$ cat config.mk
export PLATFORM = sky130hd
export DESIGN_NAME = nanc_ctrl
export DESIGN_NICKNAME = d
export VERILOG_FILES = /design/src/rtl/nanc_pkg.sv /design/src/rtl/nanc_ctrl.sv
export SDC_FILE = /design/constraint.sdc
export NUM_CORES = 1
export LEC_CHECK = 0
export BUFFER_PORTS_ARGS = -buffer_cell sky130_fd_sc_hd__buf_2
export CORE_UTILIZATION = 48
export DETAILED_ROUTE_END_ITERATION = 8
export PLACE_DENSITY_LB_ADDON = 0.15
export SETUP_SLACK_MARGIN = 0.15
export SLEW_MARGIN = 20
export SYNTH_ARGS = -nofsm -noshare
export SYNTH_HDL_FRONTEND = slang
export SYNTH_SLANG_ARGS = --single-unit
$ cat constraint.sdc
create_clock -name i_clk -period 2 [get_ports i_clk]
set_clock_uncertainty 0.15 [all_clocks]
set_input_delay 0.4 -clock i_clk [delete_from_list [all_inputs] [get_ports i_clk]]
set_output_delay 0.4 -clock i_clk [all_outputs]
set_load 0.005 [all_outputs]
$ cat src/rtl/nanc_pkg.sv
`timescale 1ns / 1ps
package nanc_pkg;

    localparam int TAP_COUNT_DEF = 32;
    localparam logic signed [15:0] STEP_RESET = 16'sd33;
    // Magnitude of step * error * tap is at most 2**45.
    localparam int DVD_W = 46;

    localparam logic [1:0] CMD_SAMPLE = 2'd0;
    localparam logic [1:0] CMD_WRITE  = 2'd1;
    localparam logic [1:0] CMD_READ   = 2'd2;
    localparam logic [1:0] CMD_UNUSED = 2'd3;

    typedef enum logic [3:0] {
        ST_CLEAR,
        ST_IDLE,
        ST_DECODE,
        ST_RB,
        ST_FIR_RD,
        ST_FIR_MUL,
        ST_FIR_ACC,
        ST_ERR,
        ST_SE,
        ST_UPD_RD,
        ST_UPD_MUL,
        ST_DIV_INIT,
        ST_DIV,
        ST_UPD_WR,
        ST_DONE
    } t_state;

    typedef struct packed {
        logic clr;
        logic load;
        logic push;
        logic coef_wr;
        logic coef_rd;
        logic rb_cap;
        logic fir_mul;
        logic fir_acc;
        logic err_calc;
        logic se_mul;
        logic upd_mul;
        logic div_init;
        logic div_step;
        logic upd_wr;
        logic out_load;
    } t_dp_cmd;

    typedef struct packed {
        logic [1:0] cmd;
        logic       idx_ok;
        logic       norm_zero;
    } t_dp_sts;

endpackage

$ cat src/rtl/nanc_ctrl.sv
`timescale 1ns / 1ps
module nanc_ctrl #(
    parameter int TAP_COUNT = nanc_pkg::TAP_COUNT_DEF
) (
    input  logic                         i_clk,
    input  logic                         i_rst_n,
    input  logic                         i_in_valid,
    output logic                         o_in_ready,
    output logic                         o_out_valid,
    input  logic                         i_out_ready,
    input  nanc_pkg::t_dp_sts            i_sts,
    output nanc_pkg::t_dp_cmd            o_cmd,
    output logic [$clog2(TAP_COUNT)-1:0] o_tap
);
    import nanc_pkg::*;

    localparam int TAP_W = $clog2(TAP_COUNT);
    localparam int DCNT_W = $clog2(DVD_W);
    localparam logic [TAP_W-1:0] TAP_LAST = TAP_W'(TAP_COUNT - 1);
    localparam logic [DCNT_W-1:0] DIV_LAST = DCNT_W'(DVD_W - 1);

    t_state r_state, n_state;
    logic [TAP_W-1:0] r_tap, n_tap;
    logic [DCNT_W-1:0] r_dcnt, n_dcnt;
    logic r_ovalid, n_ovalid;

    always_ff @(posedge i_clk) begin
        if (!i_rst_n) begin
            r_state  <= ST_CLEAR;
            r_tap    <= '0;
            r_dcnt   <= '0;
            r_ovalid <= 1'b0;
        end else begin
            r_state  <= n_state;
            r_tap    <= n_tap;
            r_dcnt   <= n_dcnt;
            r_ovalid <= n_ovalid;
        end
    end

    always_comb begin
        n_state    = r_state;
        n_tap      = r_tap;
        n_dcnt     = r_dcnt;
        o_cmd      = '0;
        o_in_ready = 1'b0;
        unique case (r_state)
            ST_CLEAR: begin
                o_cmd.clr = 1'b1;
                if (r_tap == TAP_LAST) begin
                    n_tap   = '0;
                    n_state = ST_IDLE;
                end else begin
                    n_tap = r_tap + 1'b1;
                end
            end
            ST_IDLE: begin
                o_in_ready = 1'b1;
                if (i_in_valid) begin
                    o_cmd.load = 1'b1;
                    n_state    = ST_DECODE;
                end
            end
            ST_DECODE: begin
                n_tap = '0;
                case (i_sts.cmd)
                    CMD_SAMPLE: begin
                        o_cmd.push = 1'b1;
                        n_state    = ST_FIR_RD;
                    end
                    CMD_WRITE: begin
                        o_cmd.coef_wr = 1'b1;
                        n_state       = ST_DONE;
                    end
                    CMD_READ: begin
                        o_cmd.coef_rd = 1'b1;
                        n_state       = ST_RB;
                    end
                    default: n_state = ST_DONE;
                endcase
            end
            ST_RB: begin
                o_cmd.rb_cap = 1'b1;
                n_state      = ST_DONE;
            end
            ST_FIR_RD: n_state = ST_FIR_MUL;
            ST_FIR_MUL: begin
                o_cmd.fir_mul = 1'b1;
                n_state       = ST_FIR_ACC;
            end
            ST_FIR_ACC: begin
                o_cmd.fir_acc = 1'b1;
                if (r_tap == TAP_LAST) begin
                    n_state = ST_ERR;
                end else begin
                    n_tap   = r_tap + 1'b1;
                    n_state = ST_FIR_RD;
                end
            end
            ST_ERR: begin
                o_cmd.err_calc = 1'b1;
                n_state        = ST_SE;
            end
            ST_SE: begin
                o_cmd.se_mul = 1'b1;
                n_tap        = '0;
                n_state      = i_sts.norm_zero ? ST_DONE : ST_UPD_RD;
            end
            ST_UPD_RD: n_state = ST_UPD_MUL;
            ST_UPD_MUL: begin
                o_cmd.upd_mul = 1'b1;
                n_state       = ST_DIV_INIT;
            end
            ST_DIV_INIT: begin
                o_cmd.div_init = 1'b1;
                n_dcnt         = '0;
                n_state        = ST_DIV;
            end
            ST_DIV: begin
                o_cmd.div_step = 1'b1;
                if (r_dcnt == DIV_LAST) begin
                    n_state = ST_UPD_WR;
                end else begin
                    n_dcnt = r_dcnt + 1'b1;
                end
            end
            ST_UPD_WR: begin
                o_cmd.upd_wr = 1'b1;
                if (r_tap == TAP_LAST) begin
                    n_state = ST_DONE;
                end else begin
                    n_tap   = r_tap + 1'b1;
                    n_state = ST_UPD_RD;
                end
            end
            ST_DONE: begin
                if (!r_ovalid || i_out_ready) begin
                    o_cmd.out_load = 1'b1;
                    n_state        = ST_IDLE;
                end
            end
            default: n_state = ST_CLEAR;
        endcase
    end

    always_comb begin
        if (o_cmd.out_load) begin
            n_ovalid = 1'b1;
        end else if (i_out_ready) begin
            n_ovalid = 1'b0;
        end else begin
            n_ovalid = r_ovalid;
        end
    end

    assign o_out_valid = r_ovalid;
    assign o_tap       = r_tap;
endmodule

Word-level counts from Yosys, hierarchy flattened. Cells that the tools add are included.

$add $sub $neg: 2. Multipliers: 0. Divide/modulo/power cells: 0. $lt $le $gt $ge: 0. Eq/ne operators: 24. Shifts and indexed selects: 0. Mux-type cells: 35. Bitwise operators: 0. Reductions and logical operators: 12.

Operators with widths (count): $pmux W4 S15 (1); $eq A4 B4 Y1 const B (7); $mux W1 (20); $eq A4 B3 Y1 const B (4); $mux W4 (4); $pmux W5 S3 (1); $ne A2 B2 Y1 const B (6); $pmux W6 S2 (1); $mux W5 (2); $mux W3 (3); $eq A4 B2 Y1 const B (2); $pmux W4 S2 (1); $add A6 B1 Y6 const B (1); $eq A6 B6 Y1 const B (1); $mux W6 (1); $add A5 B1 Y5 const B (1); $eq A5 B5 Y1 const B (1); $eq A4 B1 Y1 const B (1); $logic_not A4 Y1 (1); $reduce_and A2 Y1 (2); $reduce_and A4 Y1 (1); $reduce_bool A2 Y1 (2); $reduce_or A2 Y1 (2); $reduce_bool A3 Y1 (1); 6 further kinds (6).

Bits in registers: 16. Bits in latches: 0. Bits in writable memories: 0. ROM bits: 0. Input bits: 8. Output and inout bits: 22. Memories: 0.

Logic depth before layout (Yosys ltp). Gate-level depths: netlist (run 1).

Word-level depth: 5. Depth in mapped cells: 9.

Least setup slack after synthesis (run 1). Ideal clock, no wire load.

Path type: reg2reg. Start point: register r_tap[0], in the netlist o_tap[0]. End point: register r_tap[2], in the netlist o_tap[2]. Library setup time: 58 ps. Arrival: 1926 ps. Data required time: 1792 ps. Slack: -134 ps. Cell stages (with the launch flop): 10. Path through: dfxtp_1 -> ha_1 -> and3_1 -> ha_1 -> buf_2 -> or4b_1 -> o221ai_1 -> nand4b_1 -> a21oi_1 -> a31o_2.

Longest elaborated chain between the ends: 3. Elaborated cells between the ends (all ways): 7. Classes of those cells: add/sub: 1; eq/ne: 2; mux: 3; reduce/logical: 1.

RTL lines: start, declared (line nanc_ctrl.sv:23) `logic [TAP_W-1:0] r_tap, n_tap;`; start signal, assigned (line nanc_ctrl.sv:35) `r_tap <= n_tap;`; $add A5 B1 Y5 / $eq A5 B5 Y1 (equally long branches); $mux W5, or another cell as far along (line nanc_ctrl.sv:93, nanc_ctrl.sv:129); $pmux W5 S3 / $reduce_and A2 Y1 (equally long branches).

Several ways; a longest one is shown, not always the timed one. The select of a mux whose other input is x is not followed. A chain may end at the register's enable or synchronous reset.

Final worst setup path (run 1).
Start point: register r_tap[1], in the netlist o_tap[1]. End point: register r_tap[2], in the netlist o_tap[2].

The elaborated chain is that of the path after synthesis.

==> results.json, run 1 <==
{
  "drc_errors": 0,
  "numCtsBuffers": 3,
  "yosys-top-cells-area": "dfxtp_1, o21ai_0, nor2_1",
  "synth_compound_area_frac": 0.235,
  "start_kind": "flop",
  "synthAdderAreaFrac": 0.0477,
  "ctsHtreeMaxLevel": 1,
  "ant_nets": 0,
  "first_global_vias": 1238,
  "grt_pass1_wl_mm": 5.51,
  "synth_area_per_cell_sq_um": 7.91,
  "place_ws_ns": -0.0689,
  "fp.dieH_microns": 54.3,
  "pin_count": 30,
  "critPathRequiredTime_ns": 2.09,
  "cts_sinks": 16,
  "cts_tree": "yes",
  "n_antenna_cell": 0,
  "crit_chain": "ha_4 > and3_4 > ha_4 > or4b_1 > o221ai_2 > nand4b_1 > a21oi_1 > a31o_2",
  "grt_start_max_net_pins": 19,
  "max_slew_margin": 0.658,
  "portBuffers": 28,
  "core-area_sq_um": 2520,
  "synth_top_family_by_area": "simple AND/OR/NAND/NOR gates",
  "crit_fanout": 2,
  "drtPass1Iterations": 4,
  "yosysTopAreaCell": "dfxtp_1",
  "wl_per_cell_microns": 15.9,
  "synthSimpleGateAreaFrac": 0.351,
  "synth_xor_area_frac": 0.0200,
  "power.leakage_nw": 0.871,
  "yosysSeqAreaShare": 0.244,
  "synth_edf_count": 0,
  "synth.mux.area_fraction": 0.0153,
  "hold_violations": 0,
  "clk_latency_ns": 0.30,
  "maxCapViolCount": 0,
  "areaGrowthSynthToFinish_pct": 52.0,
  "fin_nets": 243,
  "place.detailed.hpwl_mm": 2.54,
  "synthFlopType": "dfxtp_1",
  "clk_path_buf_depth": 2,
  "cp_top_family": "simple AND/OR/NAND/NOR gates",
  "post-synth-top-area-fraction": 0.244,
  "report.final.slew_viol_count": 0,
  "drt_iter0_markers": 46,
  "yosysUniqueCellTypes": 55,
  "wl_mm": 4.11,
  "period_minus_slack_ns": 1.96,
  "period_share": 0.981,
  "syn_area_sq_um": 1310,
  "fp.dieW_microns": 54.3,
  "path_buf_inv": 0,
  "route.vias.total": 1516,
  "crit_path_end_kind": "flop",
  "overflow": 0,
  "grt_usage": 0.264,
  "async_reset_ff_frac": 0,
  "crit_slowest_cell": "or4b_1",
  "globalplace.congestion": 0.868,
  "initial_utilization": 0.520,
  "cp.arrival_ns": 2.06,
  "max_slew.worst_pin.slew_ns": 0.508,
  "layout-drive-gt1-share": 0.515,
  "peakVddDrop_v": 0.000456,
  "p_per_area_nw_per_um2": 306,
  "cp_slowest_stage_delay_ns": 0.47,
  "min_path_type": "input pin to flop",
  "ys_seq_elements": 16,
  "crit_top_cell": "ha_4",
  "synth_warnings": 0,
  "power.total_w": 0.000612,
  "syn_inst": 166,
  "dieArea_sq_um": 2950,
  "viasPerCell": 5.85,
  "max_freq_mhz": 510,
  "root_buffer": "clkbuf_4",
  "worst_slack_ns": 0.0380,
  "status": "completed",
  "antenna_found_initial": 0,
  "synth_fp_nets": 179,
  "setup_viol": 0,
  "crit_type": "flop to flop",
  "rsz0062_at_grt": "yes",
  "holdBufCountCts": 0,
  "path_clk_slew_ns": 0.11,
  "rows": 18
}
## kinds of logic after synthesis
family	Yosys count
mux	2
flops	16
buf+inv	17
xor+xnor	3
simple gates	77
fa+ha+maj	5
compound gates	46
## flip-flops by register name, indices dropped and copies added (netlist names)
signal       flops
r_state          4
o_out_valid      1
r_dcnt           6
o_tap            5
## tightest hold or removal path: stages
cell,delay [ns]
buf_2,0.12
inv_1,0.05
a32o_1,0.14
## routing by layer
layer  vias up  GRT usage  wire length (microns)
li1        729          -                      -
met1       706      0.327                   1770
met2        71      0.435                   1990
met3        10     0.0583                    256
met4         0      0.115                     88
met5         -          0                      0
## layout by cell type, fill, tap and decap left out, types with 3 or more instances in the layout
| cell | netlist | final |
|---|---|---|
| nor3_1 | 6 | 3 |
| o21ai_0 | 16 | 14 |
| o21ai_1 | 1 | 3 |
| nor2_1 | 19 | 14 |
| dfxtp_1 | 16 | 10 |
| nand2b_1 | 6 | 4 |
| ha_4 | 0 | 3 |
| nor2_2 | 2 | 3 |
| nor2b_1 | 4 | 4 |
| clkbuf_4 | 0 | 3 |
| inv_1 | 7 | 5 |
| nor2_4 | 1 | 5 |
| nand3b_1 | 3 | 3 |
| a32o_1 | 3 | 3 |
| nand3_1 | 5 | 5 |
| buf_2 | 3 | 28 |
| dfxtp_4 | 0 | 4 |
| nand2_1 | 8 | 6 |
| a21oi_1 | 9 | 8 |
| buf_4 | 3 | 33 |
| buf_6 | 2 | 7 |
| xor2_1 | 3 | 3 |
## through the flow
stage | hold slack, ns | cell area [sq um] | cells | setup TNS (ns) | util
floorplan | 0.317 | 1380 | 166 | -0.0808 | -
global placement | 0.334 | 1600 | 233 | -0.0938 | 0.636
detailed placement | 0.362 | 1600 | 233 | -0.325 | 0.636
CTS | 0.275 | 1790 | 247 | 0 | 0.711
global route | 0.288 | 2000 | 259 | -0.0688 | 0.791
finish | 0.271 | 2000 | 259 | 0 | 0.791
## report_power, final
| group | switching, W | internal, W |
|---|---|---|
| clock network | 0.000116 | 0.000111 |
| logic | 0.0000293 | 0.0000322 |
| registers | 0.00000425 | 0.000319 |
| total | 0.000149 | 0.000462 |
## cell usage after synthesis (all sizes together), types with 2 or more instances
cell type and instances:
dfxtp 16, nand3b 3, o21ai 17, clkbuf 2, nor2b 4, nor3b 3
a22o 2, a221oi 2, inv 7, mux2i 2, nor3 6, buf 8
and2b 3, ha 5, nand2b 6, nand4b 2, and3 3, nor2 22
o21a 2, nand2 9, xor2 3, a21oi 10, a32o 3, nand3 5
## path summary, 6_finish.rpt
| check | start | to | slack (ns) | depth (start not counted) |
|---|---|---|---|---|
| max | o_tap[1] | o_tap[2] | 0.04 | 8 |
| max reg2reg | o_tap[1] | o_tap[2] | 0.04 | 8 |
| min reg2reg | r_dcnt[4] | r_dcnt[4] | 0.38 | 2 |
| min | i_in_valid | r_state[0] | 0.27 | 3 |
## layout make-up
| type | count | area, sq um |
|---|---|---|
| well taps | 30 | 37.5 |
| clock buffers | 4 | 36.3 |
| fillers | 184 | 527 |
| flip-flops and latches | 16 | 338 |
| repair buffers | 69 | 487 |
| inverters | 7 | 26.3 |
| multi-input cells | 133 | 1070 |
## repair_timing
item                       CTS  global route
gates resized for setup     21            26
pin swaps                   12             5
setup endpoints to repair   25            24
setup buffers               10            12
No activity file was read; power rests on OpenSTA's default activity.
==> run 2, diff against run 1 <==
Settings changed: CORE_ASPECT_RATIO from default to 1.5.
==> run 2 against run 1 <==
The flow now finishes with violations (negative setup slack). Highest routed layer unchanged. First-iteration DRC count grew 76%. Combinational power grew 10%. Worst setup slack lost 0.14 ns. Largest power group unchanged.
==> results.json, run 2 (synthesized netlist as in run 1, its figures left out) <==
{
  "largest_reg_flops": 6,
  "p_int_w": 0.000463,
  "ctsHtreeMaxLevel": 1,
  "path_clk_slew_ns": 0.11,
  "fin_nets": 245,
  "ant_nets": 0,
  "clk_path_buf_depth": 2,
  "filler_cell_count": 145,
  "final_common_cell": "buf_4",
  "fin_setup_tns_ns": -0.410,
  "drt_iter0_markers": 81,
  "cts_tree": "yes",
  "power_frac_clock": 0.361,
  "setup_viol": 5,
  "viasPerCell": 6.16,
  "pwr-share-seq": 0.528,
  "cts_sinks": 16,
  "critical_path_depth": 10,
  "crit_slowest_cell": "dfxtp_2",
  "drtPass1Iterations": 6,
  "crit_chain": "ha_4 > and3_4 > ha_4 > buf_4 > buf_8 > nand2b_4 > o311ai_4 > a21oi_2 > o2bb2ai_1 > o21a_1",
  "max_freq_mhz": 475,
  "min_path_type": "input pin to flop",
  "rows": 22,
  "crit_fanout": 8,
  "grt_usage": 0.320,
  "period_minus_slack_ns": 2.11,
  "globalplace.congestion": 0.892,
  "crit_type": "flop to flop",
  "power.leakage_nw": 0.885,
  "start_kind": "flop",
  "antenna_found_initial": 0,
  "crit_start": "o_tap[1]",
  "fp.dieW_microns": 44.7,
  "n_antenna_cell": 0,
  "drc_errors": 0,
  "root_buffer": "clkbuf_4",
  "pin_count": 30,
  "clk_latency_ns": 0.29,
  "place.detailed.hpwl_mm": 2.57,
  "maxCapViolCount": 0,
  "cp_slowest_stage_delay_ns": 0.37,
  "layout-drive-gt1-share": 0.567,
  "multi_input_area_sq_um": 1160,
  "numCtsBuffers": 3,
  "overflow": 0,
  "layout_common_cells": "buf_4, buf_2, nor2_1, o21ai_0, dfxtp_1",
  "timing.rr.start": "o_tap[1]",
  "violations": "negative setup slack",
  "route.vias.total": 1644,
  "peakVddDrop_v": 0.000267,
  "initial_utilization": 0.524,
  "rrSetupSlack_ns": -0.11,
  "dieArea_sq_um": 2950,
  "fp.dieH_microns": 66.0,
  "sw_frac_of_total": 0.244,
  "cp.arrival_ns": 2.15,
  "holdWs_ns": 0.322,
  "max_slew_margin": 0.675,
  "rr_endpoint": "o_tap[3]",
  "grt_pass1_wl_mm": 6.96,
  "cp-endpoint": "o_tap[3]",
  "core-area_sq_um": 2500,
  "period_share": 1.05,
  "reg2reg_depth": 10,
  "hold_violations": 0,
  "place_ws_ns": -0.0682,
  "rsz0062_at_grt": "yes",
  "critPathRequiredTime_ns": 2.05,
  "grt_start_max_net_pins": 19,
  "place_area_sq_um": 1600,
  "areaGrowthSynthToFinish_pct": 61.9,
  "combinationalPowerShare": 0.111,
  "top_register": "r_dcnt",
  "p_per_area_nw_per_um2": 288,
  "p_switching_w": 0.000149,
  "final_util": 0.848,
  "max_slew.worst_pin.slew_ns": 0.483,
  "portBuffers": 28,
  "first_global_vias": 1512,
  "path_buf_inv": 2,
  "wl_mm": 4.94,
  "report.final.slew_viol_count": 0,
  "worst_slack_ns": -0.106,
  "stdcell_area_sq_um": 2120,
  "crit_top_cell": "ha_4",
  "cp_top_family": "compound AO/OA/AOI/OAI gates",
  "status": "complete, but fails checks",
  "crit_path_end_kind": "flop",
  "regArea_sq_um": 338,
  "wl_per_cell_microns": 18.5
}
## run 2: changes by cell type in the layout (fill, tap and decap cells not counted), moves of 2 or more
cell / previous run / this run
nor2_2: 3 / 5
o21ai_1: 3 / 5
a21oi_1: 8 / 5
buf_8: 0 / 2
o21ai_0: 14 / 11
a21oi_2: 2 / 4
nor2_1: 14 / 11
## run 2: per-stage QoR
stage,cells,total power (W)
after floorplan,166,0.000367
final,267,0.000613
after detailed placement,237,0.000391
after CTS,260,0.000608
after global routing,267,0.000637
after global placement,237,0.000389
## run 2: final cells by class
class | instances | area share
clock buffers | 4 | 0.0171
inverters | 7 | 0.0124
multi-input cells | 133 | 0.545
flip-flops and latches | 16 | 0.159
well taps | 36 | 0.0212
repair buffers | 71 | 0.246
## run 2: worst min-delay path by stage
stage,start,endpoint,slack [ns],cells past startpoint
floorplan,r_dcnt[4],r_dcnt[4],0.32,2
global placement,r_dcnt[4],r_dcnt[4],0.34,2
detailed placement,r_dcnt[4],r_dcnt[4],0.36,2
CTS,i_in_valid,r_state[0],0.31,3
global route,i_in_valid,r_state[0],0.32,3
finish,i_in_valid,r_state[0],0.32,3
## run 2: worst register-to-register path, cell delays in order (launching register included)
cell and delay, ns:
dfxtp_2 0.37, ha_4 0.14, and3_4 0.22, ha_4 0.15
buf_4 0.12, buf_8 0.14, nand2b_4 0.15, o311ai_4 0.08
a21oi_2 0.22, o2bb2ai_1 0.09, o21a_1 0.18
## run 2: what timing repair did
action	in CTS	in global routing
gates cloned	0	1
pin swaps	16	11
buffers inserted	19	6
endpoints found under the setup margin	25	23
gates resized for setup	47	21
hold buffers	0	0
## run 2: metal layers
metal | vias to the layer above | share of wire | track usage
li1 | 740 | - | -
met1 | 786 | 0.38 | 0.367
met2 | 99 | 0.52 | 0.553
met3 | 19 | 0.068 | 0.0437
met4 | 0 | 0.033 | 0.170
met5 | - | 0 | 0
## run 2: power groups by stage
stage / clock network, W / registers [W] / logic, W
CTS: 0.000226 / 0.000323 / 0.0000583
floorplan: 0 / 0.000339 / 0.0000277
global placement: 0 / 0.000336 / 0.0000529
detailed placement: 0 / 0.000336 / 0.0000548
global route: 0.000239 / 0.000324 / 0.0000734
finish: 0.000221 / 0.000324 / 0.0000680
==> run 3, diff against run 2 <==
Settings changed: PLACE_DENSITY from default to 0.75, PLACE_DENSITY_LB_ADDON 0.15 to default.
==> run 3 against run 2 <==
Worst setup slack improved by 0.075 ns. Register-to-register slack improved by 0.07 ns. Critical endpoint unchanged. Routed wire length fell by 3.6%. The run still ends with negative setup slack left. Largest cell class unchanged.
==> results.json, run 3 (synthesized netlist as in run 1, its figures left out) <==
{
  "globalplace.congestion": 0.932,
  "fp.dieH_microns": 66.0,
  "combinationalPowerShare": 0.096,
  "rows": 22,
  "root_buffer": "clkbuf_4",
  "clk_latency_ns": 0.30,
  "drt_iter0_markers": 73,
  "core-area_sq_um": 2500,
  "crit_slowest_cell": "dfxtp_2",
  "drc_errors": 0,
  "n_antenna_cell": 0,
  "rsz0062_at_grt": "yes",
  "clk_path_buf_depth": 2,
  "sw_frac_of_total": 0.248,
  "top_register": "r_dcnt",
  "initial_utilization": 0.524,
  "ant_nets": 0,
  "maxCapViolCount": 0,
  "p_int_w": 0.000460,
  "layout_common_cells": "buf_4, buf_2, o21ai_0",
  "instances_no_fill": 267,
  "power_frac_clock": 0.374,
  "portBuffers": 28,
  "grt_pass1_wl_mm": 6.28,
  "start_kind": "flop",
  "hold_start": "i_in_valid",
  "holdBufCountCts": 0,
  "max_slew.worst_pin.slew_ns": 0.423,
  "reg2reg_depth": 9,
  "cts_sinks": 16,
  "fp.dieW_microns": 44.7,
  "hold_path_depth": 3,
  "hold_end": "r_state[0]",
  "cp.arrival_ns": 2.08,
  "cp_slowest_stage_delay_ns": 0.37,
  "p_switching_w": 0.000152,
  "rrSetupSlack_ns": -0.03,
  "antenna_found_initial": 0,
  "crit_chain": "ha_4 > and3_4 > ha_4 > buf_4 > nand2b_4 > o311ai_2 > a21oi_2 > o2bb2ai_1 > o21a_1",
  "layout-drive-gt1-share": 0.528,
  "grtUsageMet3": 0.0109,
  "min_path_type": "input pin to flop",
  "route.vias.total": 1606,
  "fin_setup_tns_ns": -0.0567,
  "drtPass1Iterations": 4,
  "ctsHtreeMaxLevel": 1,
  "setup_viol": 2,
  "p_per_area_nw_per_um2": 298,
  "critPathRequiredTime_ns": 2.05,
  "timing.rr.start": "o_tap[1]",
  "period_minus_slack_ns": 2.03,
  "dieArea_sq_um": 2950,
  "viasPerCell": 6.01,
  "period_share": 1.02,
  "status": "complete, but fails checks",
  "pin_count": 30,
  "dp_cells": 238,
  "worst_slack_ns": -0.0314,
  "busiest_layer": "met2",
  "max_slew_margin": 0.715,
  "grt_usage": 0.285,
  "final_common_cell": "buf_4",
  "largest_reg_flops": 6,
  "max_freq_mhz": 492,
  "report.final.slew_viol_count": 0,
  "fin_nets": 245,
  "wl_mm": 4.76,
  "cts_tree": "yes",
  "crit_fanout": 9,
  "rr_endpoint": "o_tap[3]",
  "path_clk_slew_ns": 0.11,
  "place.detailed.hpwl_mm": 2.61,
  "met2_usage": 0.540,
  "pwr-share-seq": 0.529,
  "numCtsBuffers": 3,
  "areaGrowthSynthToFinish_pct": 56.3,
  "peakVddDrop_v": 0.000244,
  "first_global_vias": 1420,
  "hold_violations": 0,
  "wl_per_cell_microns": 17.8,
  "power.leakage_nw": 0.872,
  "grt_start_max_net_pins": 19,
  "grt_use_met1": 0.312,
  "crit_path_end_kind": "flop",
  "crit_type": "flop to flop",
  "crit_top_cell": "ha_4",
  "violations": "negative setup slack",
  "overflow": 0,
  "filler_cell_count": 152
}
run 3: per-layer routing:
metal	wire length (microns)	part of all wire	up-vias
met3	225	0.047	26
met5	0	0	-
li1	-	-	735
met1	1820	0.38	768
met2	2500	0.53	77
met4	209	0.044	0
run 3: cell type report:
cell class              count  area, sq um  share of cell area
well taps                  36         45.0              0.0220
clock buffers               4         36.3              0.0177
repair buffers             71          500               0.244
flip-flops and latches     16          338               0.165
inverters                   7         26.3              0.0128
multi-input cells         133         1110               0.539
run 3: worst max path at each step:
stage                   from          to  cells past startpoint
finish              o_tap[1]    o_tap[3]                      9
global placement    o_tap[1]  r_state[3]                      8
global route        o_tap[1]    o_tap[2]                      8
floorplan           o_tap[1]    o_tap[2]                      9
CTS                 o_tap[1]    o_tap[2]                      8
detailed placement  o_tap[1]  r_state[3]                      8
run 3: stage by stage:
| stage | power (W) | cell area [sq um] | worst slack, ns | hold WS (ns) | utilization |
|---|---|---|---|---|---|
| global placement | 0.000388 | 1600 | -0.0271 | 0.332 | 0.640 |
| floorplan | 0.000367 | 1380 | -0.0808 | 0.317 | - |
| CTS | 0.000597 | 1780 | 0.00719 | 0.289 | 0.710 |
| finish | 0.000612 | 2050 | -0.0314 | 0.279 | 0.819 |
| detailed placement | 0.000391 | 1600 | -0.0671 | 0.361 | 0.640 |
| global route | 0.000635 | 2050 | -0.119 | 0.303 | 0.819 |
run 3: power groups by stage:
stage	Clock (W)	Sequential, W	Combinational [W]
2_1_floorplan	0	0.000339	0.0000277
3_3_place_gp	0	0.000336	0.0000521
3_5_place_dp	0	0.000336	0.0000551
4_1_cts	0.000218	0.000323	0.0000557
5_1_grt	0.000246	0.000325	0.0000648
6_report	0.000229	0.000324	0.0000590
run 3: critical path: cells and delay by family, from the launching register on:
family | cells | cell delay, ns
compound gates | 4 | 0.62
fa+ha+maj | 2 | 0.27
buf+inv | 1 | 0.16
flops | 1 | 0.37
simple gates | 2 | 0.36
run 3: timing repair:
| item | CTS | global route |
|---|---|---|
| pin swaps | 10 | 7 |
| buffers inserted | 9 | 16 |
| endpoints found under the setup margin | 26 | 25 |
| resized for setup | 21 | 31 |
